**config.mk**
```make
export PLATFORM = sky130hd
export DESIGN_NAME = checksummed_frame_receiver
export DESIGN_NICKNAME = d
export VERILOG_FILES = /design/src/sv/cfr_pkg.sv /design/src/sv/cfr_out_skid.sv /design/src/sv/checksummed_frame_receiver.sv
export SDC_FILE = /design/constraint.sdc
export NUM_CORES = 1
export LEC_CHECK = 0
export BUFFER_PORTS_ARGS = -buffer_cell sky130_fd_sc_hd__buf_2
export CAP_MARGIN = 20
export CORE_MARGIN = 2
export CORE_UTILIZATION = 65
export CTS_CLUSTER_SIZE = 40
export DETAILED_ROUTE_END_ITERATION = 10
export PLACE_DENSITY_LB_ADDON = 0.1
export SYNTH_ARGS = -nofsm -noshare
export SYNTH_HDL_FRONTEND = slang
export SYNTH_SLANG_ARGS = --single-unit
```
**constraint.sdc**
```tcl
create_clock -name i_clk -period 26.7 [get_ports i_clk]
set_clock_uncertainty 0.1 [all_clocks]
set_input_delay 2.67 -clock i_clk [delete_from_list [all_inputs] [get_ports i_clk]]
set_output_delay 2.67 -clock i_clk [all_outputs]
set_load 0.02 [all_outputs]
```
**src/sv/cfr_pkg.sv**
```systemverilog
// Shared types and constants of the checksummed frame receiver.
// No dependencies.
package cfr_pkg;

    localparam logic [7:0]  HEAD_FIRST    = 8'hFA;
    localparam logic [7:0]  TAIL_BYTE     = 8'hFC;
    // Second head byte: 0x5A out of reset, set through CFG_RX_HEAD.
    localparam logic [7:0]  RX_HEAD_RESET = 8'h5A;
    localparam logic [15:0] MAX_LEN_RESET = 16'd248;

    localparam int CFG_IDX_W  = 1;
    localparam int CFG_DATA_W = 16;
    localparam logic [CFG_IDX_W-1:0] CFG_RX_HEAD = 1'b0;
    localparam logic [CFG_IDX_W-1:0] CFG_MAX_LEN = 1'b1;

    typedef enum logic [2:0] {
        KIND_NONE    = 3'd0,
        KIND_PAYLOAD = 3'd1,
        KIND_OK      = 3'd2,
        KIND_BADSUM  = 3'd3,
        KIND_TOOLONG = 3'd4,
        KIND_BADTAIL = 3'd5
    } t_kind;

    typedef struct packed {
        logic        frame_end;
        t_kind       kind;
        logic [15:0] received_sum;
        logic [15:0] computed_sum;
        logic [15:0] frame_len;
        logic [7:0]  frame_cmd;
        logic [15:0] byte_index;
        logic [7:0]  payload_byte;
    } t_result;

endpackage

```
**src/sv/cfr_out_skid.sv**
```systemverilog
// Two-entry output register with skid stage for result requests.
// Depends on cfr_pkg (t_result).
module cfr_out_skid (
    input  logic             i_clk,
    input  logic             i_rst_n,
    input  logic             i_in_valid,
    output logic             o_in_ready,
    input  cfr_pkg::t_result i_in_data,
    output logic             o_out_valid,
    input  logic             i_out_ready,
    output cfr_pkg::t_result o_out_data
);

    logic             r_main_valid;
    logic             r_skid_valid;
    cfr_pkg::t_result r_main;
    cfr_pkg::t_result r_skid;
    logic             in_fire;
    logic             out_fire;

    assign o_in_ready  = !r_skid_valid;
    assign in_fire     = i_in_valid && !r_skid_valid;
    assign out_fire    = r_main_valid && i_out_ready;
    assign o_out_valid = r_main_valid;
    assign o_out_data  = r_main;

    always_ff @(posedge i_clk) begin
        if (!i_rst_n) begin
            r_main_valid <= 1'b0;
            r_skid_valid <= 1'b0;
        end else if (out_fire) begin
            if (r_skid_valid) begin
                r_main       <= r_skid;
                r_skid_valid <= 1'b0;
            end else if (in_fire) begin
                r_main <= i_in_data;
            end else begin
                r_main_valid <= 1'b0;
            end
        end else if (in_fire) begin
            if (r_main_valid) begin
                // main is stalled: park the new request
                r_skid       <= i_in_data;
                r_skid_valid <= 1'b1;
            end else begin
                r_main       <= i_in_data;
                r_main_valid <= 1'b1;
            end
        end
    end

endmodule

```
**src/sv/checksummed_frame_receiver.sv**
```systemverilog
// Checksummed frame receiver: frame hunt, checksum and payload streaming.
// Depends on cfr_pkg and cfr_out_skid.
// Each result is registered in the output stage (main, or skid while main waits).
// Throughput: one byte per cycle while the master side takes results; the output
//   skid stage keeps the slave side open for one more request while a result waits.
// Reset (synchronous, i_rst_n low): hunt for first head byte, per-frame state
//   zero, registers back to 0x5A and 248, output side empty.
module checksummed_frame_receiver (
    input  logic                                i_clk,
    input  logic                                i_rst_n,
    input  logic                                i_cfg_we,
    input  logic [cfr_pkg::CFG_IDX_W-1:0]       i_cfg_idx,
    input  logic [cfr_pkg::CFG_DATA_W-1:0]      i_cfg_wdata,
    input  logic                                i_s_axis_tvalid,
    output logic                                o_s_axis_tready,
    input  logic [7:0]                          i_s_axis_tdata,  // [7:0] rx_byte
    output logic                                o_m_axis_tvalid,
    input  logic                                i_m_axis_tready,
    // [7:0] payload_byte, [23:8] byte_index, [31:24] frame_cmd,
    // [47:32] frame_len, [63:48] computed_sum, [79:64] received_sum
    output logic [79:0]                         o_m_axis_tdata,
    output logic [2:0]                          o_m_axis_tuser,  // [2:0] kind
    output logic                                o_m_axis_tlast   // frame_end
);

    typedef enum logic [8:0] {
        PH_HEAD1 = 9'b000000001,
        PH_HEAD2 = 9'b000000010,
        PH_LEN1  = 9'b000000100,
        PH_LEN2  = 9'b000001000,
        PH_CMD   = 9'b000010000,
        PH_DATA  = 9'b000100000,
        PH_CS1   = 9'b001000000,
        PH_CS2   = 9'b010000000,
        PH_TAIL  = 9'b100000000
    } t_phase;

    logic [7:0]  r_rx_head;
    logic [15:0] r_max_len;

    t_phase      r_phase,   n_phase;
    logic [15:0] r_exp_len, n_exp_len;
    logic [7:0]  r_cmd,     n_cmd;
    logic [15:0] r_count,   n_count;
    logic [15:0] r_sum,     n_sum;
    logic [7:0]  r_cs_lo,   n_cs_lo;
    logic [7:0]  r_cs_hi,   n_cs_hi;

    logic             s_fire;
    logic [7:0]       b;
    logic [15:0]      sum_plus_b;
    logic [15:0]      count_plus1;
    cfr_pkg::t_kind   kind;
    logic [7:0]       pbyte;
    logic [15:0]      pidx;
    cfr_pkg::t_result res;
    cfr_pkg::t_result m_data;

    assign b           = i_s_axis_tdata;
    assign s_fire      = i_s_axis_tvalid && o_s_axis_tready;
    assign sum_plus_b  = r_sum + {8'd0, b};
    assign count_plus1 = r_count + 16'd1;

    always_ff @(posedge i_clk) begin
        if (!i_rst_n) begin
            r_rx_head <= cfr_pkg::RX_HEAD_RESET;
            r_max_len <= cfr_pkg::MAX_LEN_RESET;
        end else if (i_cfg_we) begin
            unique case (i_cfg_idx)
                cfr_pkg::CFG_RX_HEAD: r_rx_head <= i_cfg_wdata[7:0];
                cfr_pkg::CFG_MAX_LEN: r_max_len <= i_cfg_wdata;
                default: ;
            endcase
        end
    end

    always_comb begin
        n_phase   = r_phase;
        n_exp_len = r_exp_len;
        n_cmd     = r_cmd;
        n_count   = r_count;
        n_sum     = r_sum;
        n_cs_lo   = r_cs_lo;
        n_cs_hi   = r_cs_hi;
        kind      = cfr_pkg::KIND_NONE;
        pbyte     = 8'd0;
        pidx      = 16'd0;
        unique case (r_phase)
            PH_HEAD1: begin
                if (b == cfr_pkg::HEAD_FIRST) n_phase = PH_HEAD2;
            end
            PH_HEAD2: begin
                if (b == r_rx_head) begin
                    n_exp_len = 16'd0;
                    n_cmd     = 8'd0;
                    n_count   = 16'd0;
                    n_cs_lo   = 8'd0;
                    n_cs_hi   = 8'd0;
                    n_sum     = {8'd0, cfr_pkg::HEAD_FIRST} + {8'd0, b};
                    n_phase   = PH_LEN1;
                end else if (b != cfr_pkg::HEAD_FIRST) begin
                    n_phase = PH_HEAD1;
                end
            end
            PH_LEN1: begin
                n_exp_len = {8'd0, b};
                n_sum     = sum_plus_b;
                n_phase   = PH_LEN2;
            end
            PH_LEN2: begin
                n_exp_len = {b, r_exp_len[7:0]};
                n_sum     = sum_plus_b;
                if ({b, r_exp_len[7:0]} > r_max_len) begin
                    kind    = cfr_pkg::KIND_TOOLONG;
                    n_phase = PH_HEAD1;
                end else begin
                    n_phase = PH_CMD;
                end
            end
            PH_CMD: begin
                n_cmd   = b;
                n_sum   = sum_plus_b;
                n_count = 16'd0;
                n_phase = (r_exp_len != 16'd0) ? PH_DATA : PH_CS1;
            end
            PH_DATA: begin
                kind    = cfr_pkg::KIND_PAYLOAD;
                pbyte   = b;
                pidx    = r_count;
                n_sum   = sum_plus_b;
                n_count = count_plus1;
                if (count_plus1 >= r_exp_len) n_phase = PH_CS1;
            end
            PH_CS1: begin
                n_cs_lo = b;
                n_phase = PH_CS2;
            end
            PH_CS2: begin
                n_cs_hi = b;
                n_phase = PH_TAIL;
            end
            PH_TAIL: begin
                if (b == cfr_pkg::TAIL_BYTE) begin
                    kind    = ({r_cs_hi, r_cs_lo} == r_sum) ? cfr_pkg::KIND_OK
                                                            : cfr_pkg::KIND_BADSUM;
                    n_phase = PH_HEAD1;
                end else begin
                    // a start byte in tail position reopens the hunt mid-header
                    kind    = cfr_pkg::KIND_BADTAIL;
                    n_phase = (b == cfr_pkg::HEAD_FIRST) ? PH_HEAD2 : PH_HEAD1;
                end
            end
            default: n_phase = PH_HEAD1;
        endcase
    end

    always_ff @(posedge i_clk) begin
        if (!i_rst_n) begin
            r_phase   <= PH_HEAD1;
            r_exp_len <= 16'd0;
            r_cmd     <= 8'd0;
            r_count   <= 16'd0;
            r_sum     <= 16'd0;
            r_cs_lo   <= 8'd0;
            r_cs_hi   <= 8'd0;
        end else if (s_fire) begin
            r_phase   <= n_phase;
            r_exp_len <= n_exp_len;
            r_cmd     <= n_cmd;
            r_count   <= n_count;
            r_sum     <= n_sum;
            r_cs_lo   <= n_cs_lo;
            r_cs_hi   <= n_cs_hi;
        end
    end

    always_comb begin
        res.kind         = kind;
        res.payload_byte = pbyte;
        res.byte_index   = pidx;
        res.frame_cmd    = n_cmd;
        res.frame_len    = n_exp_len;
        res.computed_sum = n_sum;
        res.received_sum = {n_cs_hi, n_cs_lo};
        res.frame_end    = (kind == cfr_pkg::KIND_OK) || (kind == cfr_pkg::KIND_BADSUM) ||
                           (kind == cfr_pkg::KIND_TOOLONG) || (kind == cfr_pkg::KIND_BADTAIL);
    end

    cfr_out_skid u_out (
        .i_clk       (i_clk),
        .i_rst_n     (i_rst_n),
        .i_in_valid  (i_s_axis_tvalid),
        .o_in_ready  (o_s_axis_tready),
        .i_in_data   (res),
        .o_out_valid (o_m_axis_tvalid),
        .i_out_ready (i_m_axis_tready),
        .o_out_data  (m_data)
    );

    assign o_m_axis_tdata = {m_data.received_sum, m_data.computed_sum, m_data.frame_len,
                             m_data.frame_cmd, m_data.byte_index, m_data.payload_byte};
    assign o_m_axis_tuser = m_data.kind;
    assign o_m_axis_tlast = m_data.frame_end;

endmodule

```
==> results of run 1 <==
registers in the layout (all words and copies together), names as in the netlist:
name                count
r_exp_len              16
r_cmd                   8
r_count                16
r_rx_head               8
u_out.r_skid           84
r_max_len              16
r_sum                  16
u_out.r_skid_valid      1
u_out.o_out_valid       1
u_out.o_out_data       84
r_phase                 9
r_cs_hi                 8
r_cs_lo                 8
worst max-delay path: cells and delay by family:
| kind | cells | cell delay [ns] |
|---|---|---|
| buffers and inverters | 5 | 2.12 |
| AND/OR/NAND/NOR | 1 | 0.30 |
where the power goes:
group	switching (mW)	total, mW	internal [mW]
Clock	0.161	0.398	0.237
Combinational	0.0547	0.0794	0.0246
Sequential	0.00725	0.467	0.459
worst min path at each step:
| stage | start | depth (start not counted) | endpoint | slack [ns] |
|---|---|---|---|---|
| floorplan | r_max_len[10]$_SDFFE_PN0P_ | 2 | r_max_len[10]$_SDFFE_PN0P_ | 0.34 |
| global placement | r_max_len[12]$_SDFFE_PN0P_ | 2 | r_max_len[12]$_SDFFE_PN0P_ | 0.34 |
| detailed placement | r_max_len[8]$_SDFFE_PN0P_ | 2 | r_max_len[8]$_SDFFE_PN0P_ | 0.35 |
| CTS | r_max_len[8]$_SDFFE_PN0P_ | 2 | r_max_len[8]$_SDFFE_PN0P_ | 0.36 |
| global route | r_max_len[15]$_SDFFE_PN0P_ | 2 | r_max_len[15]$_SDFFE_PN0P_ | 0.38 |
| finish | r_max_len[8]$_SDFFE_PN0P_ | 2 | r_max_len[8]$_SDFFE_PN0P_ | 0.35 |
cell usage in the layout, fill, tap and decap left out, types with 9 or more instances in the layout:
master     Yosys  final
o21ai_0       43     42
a21oi_1       85     85
buf_4          2     10
a31oi_1       16     16
a22o_1        34     34
buf_2         14    115
ha_1          42     42
xor2_1        25     25
nor4_1        12     10
a21o_1        11     11
xnor2_1       28     28
o211ai_1       9      9
inv_1         52     51
nand4_1       34     34
nor2_1        75     74
nor3_1        11     11
nand3_1       32     31
clkbuf_16      0     28
edfxtp_1     168    168
nand2_1      143    143
dfxtp_1      107    107
mux2_2        64     64
and2_1        21     21
mux2i_1        9      9
a22oi_1       22     22
a32o_1         9      9
cell type report:
cell class	count	area, um2
sequential	275	7187
multi-input combinational	836	5709
fill	1431	5218
clock buffer	34	743.2
timing repair buffer	125	650.6
tap	270	337.8
inverter	52	195.2
clock inverter	16	193.9
routing by layer:
layer,vias to the layer above,part of all wire,GRT usage
met4,0,0.031,0.09760
met3,72,0.090,0.05185
met1,4786,0.44,0.4331
met5,-,0,0
met2,489,0.44,0.4286
li1,4736,-,-
per-stage QoR:
stage	total power, mW	std cells	instance area, um2	hold slack [ns]
detailed placement	0.5534	1557	14070	0.3496
global route	0.9751	1608	15020	0.3789
finish	0.9435	1608	15020	0.3544
global placement	0.5521	1557	14070	0.3442
floorplan	0.5327	1243	13390	0.3363
CTS	0.9476	1607	15010	0.3580
kinds of logic after synthesis:
logic type | after synthesis
buf+inv | 132
mux | 73
flops | 275
xor+xnor | 53
simple gates | 375
fa+ha+maj | 43
compound gates | 292
synthesized netlist by cell type, types with 32 or more instances:
master	count
mux2_2	64
a21oi_1	85
edfxtp_1	168
inv_1	52
o21ai_0	43
dfxtp_1	107
nor2_1	75
a22o_1	34
nand3_1	32
nand4_1	34
nand2_1	143
clkbuf_1	60
ha_1	42
==> results.ini, run 1 <==
[run_status]
status=completed

[clocking]
post_cts_buffers=0
cts_sinks=275
cts_hold_buf=0
clk_pin_slew_ns=0.06
cts_resized=0
cts_buffers=27
cts_max_level=1
cts_tree=yes
cts_root_buf=clkbuf_16
clkLatencyLatePin_ns=0.55
clk_path_buf_depth=3

[setup_path]
cp.required_ns=26.78
endpoint_kind=flop
r2r_start=r_count[0]$_SDFFE_PN0P_
critPathLaunch=i_rst_n
rrSetupSlack_ns=22.72
critical-path-slowest-cell=buf_4
cp_cell_sequence=buf_2, inv_2, buf_4, nor4_2, buf_4, buf_4
rr_worst_depth=14
critPathMaxStageDelay_ns=0.69
endpoint=u_out.r_skid[55]$_DFFE_PP_
critPathKind=primary input to flop
crit_path_start_kind=primary input
cp_max_fo=75
worstPathArrival_ns=5.21
r2r-end=r_phase[0]$_SDFFE_PN1P_
cp_common_cell=buf_4

[drt]
routedWlPerCell_um=19.58
route.detailed.drc=0
drt_iter0_drc=1127
wirelength_um=31480
route.vias.total=10080
drt.antenna.violating_nets=0
dr.pass1.iters=6
vias_per_cell=6.271

[timing]
grt_setup_unrepaired=no
setup_viol=0
min_period_ns=5.130
tns_ns=0
max_slew_margin=0.3136
finalHoldViolCount=0
fmax_mhz=194.9
finalCritPeriodShare=0.1921
tightestPinTransition_ns=1.027
maxSlewViolCount=0
timing.final.ws_setup_ns=21.57

[synthesis]
syn-num-nets=1316
yosys.cell_types.count=83
ys_ff_latch=275
synth_enable_flop_cells=168
syn_inst=1243
yosysTopAreaCellShare=0.3767
yosysTopAreaCell=edfxtp_1
async_flop_share=0
syn_area_per_cell_um2=10.77
synth_xor_area_frac=0.03466
netlist_area_mm2=0.01339
ys.warnings.count=0
synth_mux_area_frac=0.06054
ys.flop_type=edfxtp_1
synthTopCellsByArea=edfxtp_1 (38%), dfxtp_1 (16%), mux2_2 (5.4%)
synth_top_family_by_area=compound AO/OA/AOI/OAI gates
synth_simple_gate_area_frac=0.1384
synth-seq-area-share=0.5367
synth_compound_area_frac=0.1490
synth-adder-area-share=0.04074

[power_and_ir_drop]
p_per_area_mw_per_mm2=62.83
peakVddDrop_mv=0.05037
leakagePower_nw=5.817

[global_routing]
grt_overflow=0
grt_max_degree=76
grt_pass1_vias=9340
grt_util_all_layers=0.2892
grt_pass1_wl_um=50200
antenna_found_initial=0

[floorplanning]
die_w_um=147.5
core_area_mm2=0.02023
rows=52
die_y_um=147.5
die-area_mm2=0.02177
ios=116
initial_core_util=0.6618

[finish]
post-route-util=0.7421
area_growth_pct=12.14
layout.nets=1390
drive_above_1_share=0.1966
diodes=0

[place]
portBuffers=115
globalplace.congestion=0.9497
place_hpwl_um=20640
post-place-ws_ns=21.06

[run]
maxCapViolCount=0

[worst_hold_path]
hold_path.class=flop to flop

No activity file was read; power rests on OpenSTA's default activity.
==> run 2, diff against run 1 <==
--- a/config.mk
+++ b/config.mk
@@ -8,7 +8,7 @@
 export BUFFER_PORTS_ARGS = -buffer_cell sky130_fd_sc_hd__buf_2
 export CAP_MARGIN = 20
 export CORE_MARGIN = 2
-export CORE_UTILIZATION = 65
+export CORE_UTILIZATION = 60
 export CTS_CLUSTER_SIZE = 40
 export DETAILED_ROUTE_END_ITERATION = 10
 export PLACE_DENSITY_LB_ADDON = 0.1
==> constraint.sdc (replaced) <==
create_clock -name i_clk -period 5.3 [get_ports i_clk]
set_clock_uncertainty 0.1 [all_clocks]
set_input_delay 0.53 -clock i_clk [delete_from_list [all_inputs] [get_ports i_clk]]
set_output_delay 0.53 -clock i_clk [all_outputs]
set_load 0.02 [all_outputs]
==> results.ini, run 2 (same netlist as run 1, synthesis figures left out) <==
[floorplanning]
die_y_um=153.4
initial_core_util=0.6117
ios=116
core_area_mm2=0.02189
die_w_um=153.4
die-area_mm2=0.02353
rows=54

[setup_path]
worstPathArrival_ns=3.99
critPathMaxStageDelay_ns=0.47
critPathKind=flop to flop
cp_cell_sequence=ha_1, nand2_1, nor3_1, nand3_1, or2_2, xnor2_1, ha_1, and4_1, a2111oi_2, o41ai_2, buf_4, a211oi_1, a41oi_1
endpoint_kind=flop
critical-path-slowest-cell=dfxtp_1
crit_path_start_kind=flop
cp_max_fo=24
cp.required_ns=5.59
cp_common_cell=ha_1

[finish]
final_common_cell=edfxtp_1
diodes=0
post-route-util=0.6870
fill_cells=1651
final_cell_mix=edfxtp_1 (168), nand2_1 (143), buf_2 (115)
layout.nets=1396
register_area_mm2=0.007187
drive_above_1_share=0.2022
area_growth_pct=12.30
multi_input_area_mm2=0.005718

[clocking]
cts_max_level=1
clkLatencyLatePin_ns=0.54
post_cts_buffers=0
cts_buffers=29
clk_pin_slew_ns=0.07
cts_tree=yes
cts_root_buf=clkbuf_16
cts_hold_buf=0
clk_path_buf_depth=3
cts_resized=0
cts_sinks=275

[global_routing]
grt_pass1_wl_um=51920
grt_util_all_layers=0.2719
grt_pass1_vias=9391
antenna_found_initial=0
grt_max_degree=85
grt_overflow=0

[drt]
route.detailed.drc=0
route.vias.total=10040
routedWlPerCell_um=19.87
drt.antenna.violating_nets=0
dr.pass1.iters=5
drt_iter0_drc=1069
vias_per_cell=6.177
wirelength_um=32290

[power_and_ir_drop]
peakVddDrop_mv=0.1927
total_power_mw=4.670
p_per_area_mw_per_mm2=310.5
leakagePower_nw=5.832

[timing]
setup_viol=0
finalCritPeriodShare=0.6989
finalHoldViolCount=0
max_slew_margin=0.2584
maxSlewViolCount=0
min_period_ns=3.704
fmax_mhz=270.0
tns_ns=0
grt_setup_unrepaired=no
tightestPinTransition_ns=1.110

[place]
portBuffers=115
globalplace.congestion=0.9229
place_hpwl_um=21760

[run]
maxCapViolCount=0

[run_status]
status=completed

[worst_hold_path]
hold_path.class=primary input to flop

run 2: cell count changes in the layout (fill, tap and decap cells not counted), sizes merged:
cell      delta
inv          -1
clkinv       +2
clkinvlp     +1
bufinv       -3
buf          +4
clkbuf       +4
run 2: cell type report:
type                            instances  share of cell area
Clock buffer                           38             0.05250
Clock inverter                         15            0.006989
Multi-Input combinational cell        836              0.3802
Timing Repair Buffer                  129             0.04609
Sequential cell                       275              0.4779
Inverter                               52             0.01298
Tap cell                              280             0.02330
run 2: final timing paths:
| check | startpoint | endpoint | slack (ns) | cells after the start |
|---|---|---|---|---|
| worst min-delay path | i_cfg_wdata[1] | r_rx_head[1]$_SDFFE_PN1P_ | 0.12 | 3 |
| worst min register to register | r_max_len[10]$_SDFFE_PN0P_ | r_max_len[10]$_SDFFE_PN0P_ | 0.35 | 2 |
| worst max register to register | r_count[0]$_SDFFE_PN0P_ | r_phase[0]$_SDFFE_PN1P_ | 1.60 | 13 |
| worst max-delay path | r_count[0]$_SDFFE_PN0P_ | r_phase[0]$_SDFFE_PN1P_ | 1.60 | 13 |
run 2: stage by stage:
stage	instances	hold WS [ns]	area, um2	setup slack (ns)
after floorplan	1243	0.3363	13410	1.179
after global placement	1571	0.3442	14140	1.698
after detailed placement	1572	0.3465	14140	1.609
after CTS	1625	0.1074	15040	1.593
after global routing	1625	0.1294	15040	1.249
final	1625	0.1219	15040	1.596
run 2: metal layers:
| metal | share of wire | global-route usage |
|---|---|---|
| met1 | 0.47 | 0.4272 |
| met2 | 0.43 | 0.4033 |
| met3 | 0.076 | 0.03828 |
| met4 | 0.017 | 0.05854 |
| met5 | 0 | 0 |
run 2: report_power, final:
group | internal (mW) | total (mW) | switching [mW] | leakage (nW)
combinational | 0.127 | 0.406 | 0.279 | 2.91
clock | 1.09 | 1.91 | 0.819 | 0.446
sequential | 2.31 | 2.35 | 0.0366 | 2.48
total | 3.54 | 4.67 | 1.13 | 5.83
run 2: worst max-delay path, delay by kind of cell (launching register included):
kind	cells	cell delay, ns
AND/OR/NAND/NOR	5	1.18
buffers and inverters	1	0.24
adder cells (fa/ha/maj)	2	0.60
flip-flops	1	0.47
XOR/XNOR	1	0.13
AO/OA/AOI/OAI	4	0.84
==> run 3, diff against run 2 <==
==> constraint.sdc (replaced) <==
create_clock -name i_clk -period 3.8 [get_ports i_clk]
set_clock_uncertainty 0.1 [all_clocks]
set_input_delay 0.38 -clock i_clk [delete_from_list [all_inputs] [get_ports i_clk]]
set_output_delay 0.38 -clock i_clk [all_outputs]
set_load 0.02 [all_outputs]
==> results.ini, run 3 (same netlist as run 1, synthesis figures left out) <==
[run_status]
status=completed

[run]
maxCapViolCount=0

[finish]
layout.nets=1429
post-route-util=0.7030
diodes=0
stdcell_count=1658
final_cell_mix=edfxtp_1 (168), nand2_1 (142), buf_2 (115)
area_growth_pct=14.92
fill_cells=1614
final_common_cell=edfxtp_1
drive_above_1_share=0.2148

[setup_path]
cp_cell_sequence=nand4_1, nor3_2, nand3_1, or2_2, xnor2_1, ha_1, nand4_1, o41ai_4, buf_4, nand4_1, a21oi_1
crit_path_start_kind=flop
critical-path-slowest-cell=o41ai_4
rrSetupSlack_ns=0.22
endpoint_kind=flop
crit_buf_inv=1
cp_max_fo=18
critPathKind=flop to flop
worstPathArrival_ns=3.94
critPathTopFamily=simple AND/OR/NAND/NOR gates
cp_common_cell=nand4_1
cp.required_ns=4.16
critPathMaxStageDelay_ns=0.59

[timing]
max_slew_margin=0.3756
min_period_ns=3.578
finalHoldViolCount=0
fmax_mhz=279.5
grt_setup_unrepaired=no
maxSlewViolCount=0
tightestPinTransition_ns=0.9366
finalCritPeriodShare=0.9416
tns_ns=0
setup_viol=0

[global_routing]
grt_pass1_wl_um=52700
antenna_found_initial=0
grt_overflow=0
grt_max_degree=85
grt_util_all_layers=0.2769
grt_pass1_vias=9537

[drt]
vias_per_cell=6.233
route.vias.total=10340
wirelength_um=33240
drt_iter0_drc=1013
drt.antenna.violating_nets=0
dr.pass1.iters=6
routedWlPerCell_um=20.05
route.detailed.drc=0

[floorplanning]
rows=54
die_w_um=153.4
die_y_um=153.4
initial_core_util=0.6117
core_area_mm2=0.02189
die-area_mm2=0.02353
ios=116

[clocking]
cts_tree=yes
clkLatencyLatePin_ns=0.53
clk_pin_slew_ns=0.06
cts_root_buf=clkbuf_16
cts_max_level=1
cts_sinks=275
clk_path_buf_depth=3
cts_buffers=28

[power_and_ir_drop]
p_per_area_mw_per_mm2=425.9
leakagePower_nw=6.026
peakVddDrop_mv=0.3467

[place]
place_hpwl_um=21980
portBuffers=115
globalplace.congestion=0.9403
dp.cells=1589

[worst_hold_path]
hold_path.class=primary input to flop

[run 3: cell count changes in the layout (fill, tap and decap cells not counted), sizes merged]
cell and delta:
buf +18, dlygate4sd3 +16, clkinvlp +3, clkbuf -1, clkinv -3
[run 3: layer usage]
layer,track usage,vias to the layer above,wire length [um]
met5,0,-,0
met4,0.06990,0,701
met3,0.04026,59,2621
met2,0.4124,450,14520
met1,0.4278,4999,15390
li1,-,4827,-
[run 3: area by class of cell]
| type | instances | area, um2 | share of cell area |
|---|---|---|---|
| repair buffers | 163 | 988.4 | 0.06423 |
| clock buffers | 37 | 797.0 | 0.05179 |
| multi-input cells | 836 | 5757 | 0.3741 |
| flip-flops and latches | 275 | 7192 | 0.4673 |
| inverters | 52 | 200.2 | 0.01301 |
| well taps | 280 | 350.3 | 0.02276 |
| clock inverters | 15 | 105.1 | 0.006829 |
[run 3: worst paths after layout]
kind / start / to / cells after the start
worst max-delay path: r_count[2]$_SDFFE_PN0P_ / r_cs_lo[2]$_SDFFE_PN0P_ / 11
worst min-delay path: i_m_axis_tready / u_out.r_skid_valid$_SDFFE_PP0P_ / 2
worst max register to register: r_count[2]$_SDFFE_PN0P_ / r_cs_lo[2]$_SDFFE_PN0P_ / 11
worst min register to register: r_max_len[8]$_SDFFE_PN0P_ / r_max_len[8]$_SDFFE_PN0P_ / 2
[run 3: through the flow]
stage | hold WS (ns) | setup WS (ns) | cell area [um2] | power, mW
after floorplan | 0.3363 | -0.1685 | 13440 | 3.741
after global placement | 0.3430 | 0.2814 | 14290 | 3.905
after detailed placement | 0.3465 | 0.1309 | 14290 | 3.918
after CTS | 0.05533 | 0.1053 | 15350 | 6.583
after global routing | 0.07939 | 0.04389 | 15390 | 6.782
final | 0.07038 | 0.2220 | 15390 | 6.554
[run 3: what timing repair did]
action,in CTS,in global routing
hold buffers,16,0
resized for setup,0,4
setup buffers,0,1
endpoints found under the hold margin,21,0
endpoints found under the setup margin,0,32
[run 3: power breakdown]
part / switching (mW) / internal [mW] / total [mW]
Clock: 1.13 / 1.54 / 2.68
Combinational: 0.401 / 0.200 / 0.601
Sequential: 0.0510 / 3.23 / 3.28
Total: 1.59 / 4.97 / 6.55
[run 3: worst register-to-register path, stage by stage (launching register included)]
cell	delay (ns)
dfxtp_1	0.47
nand4_1	0.29
nor3_2	0.29
nand3_1	0.19
or2_2	0.34
xnor2_1	0.13
ha_1	0.29
nand4_1	0.18
o41ai_4	0.59
buf_4	0.33
nand4_1	0.13
a21oi_1	0.18
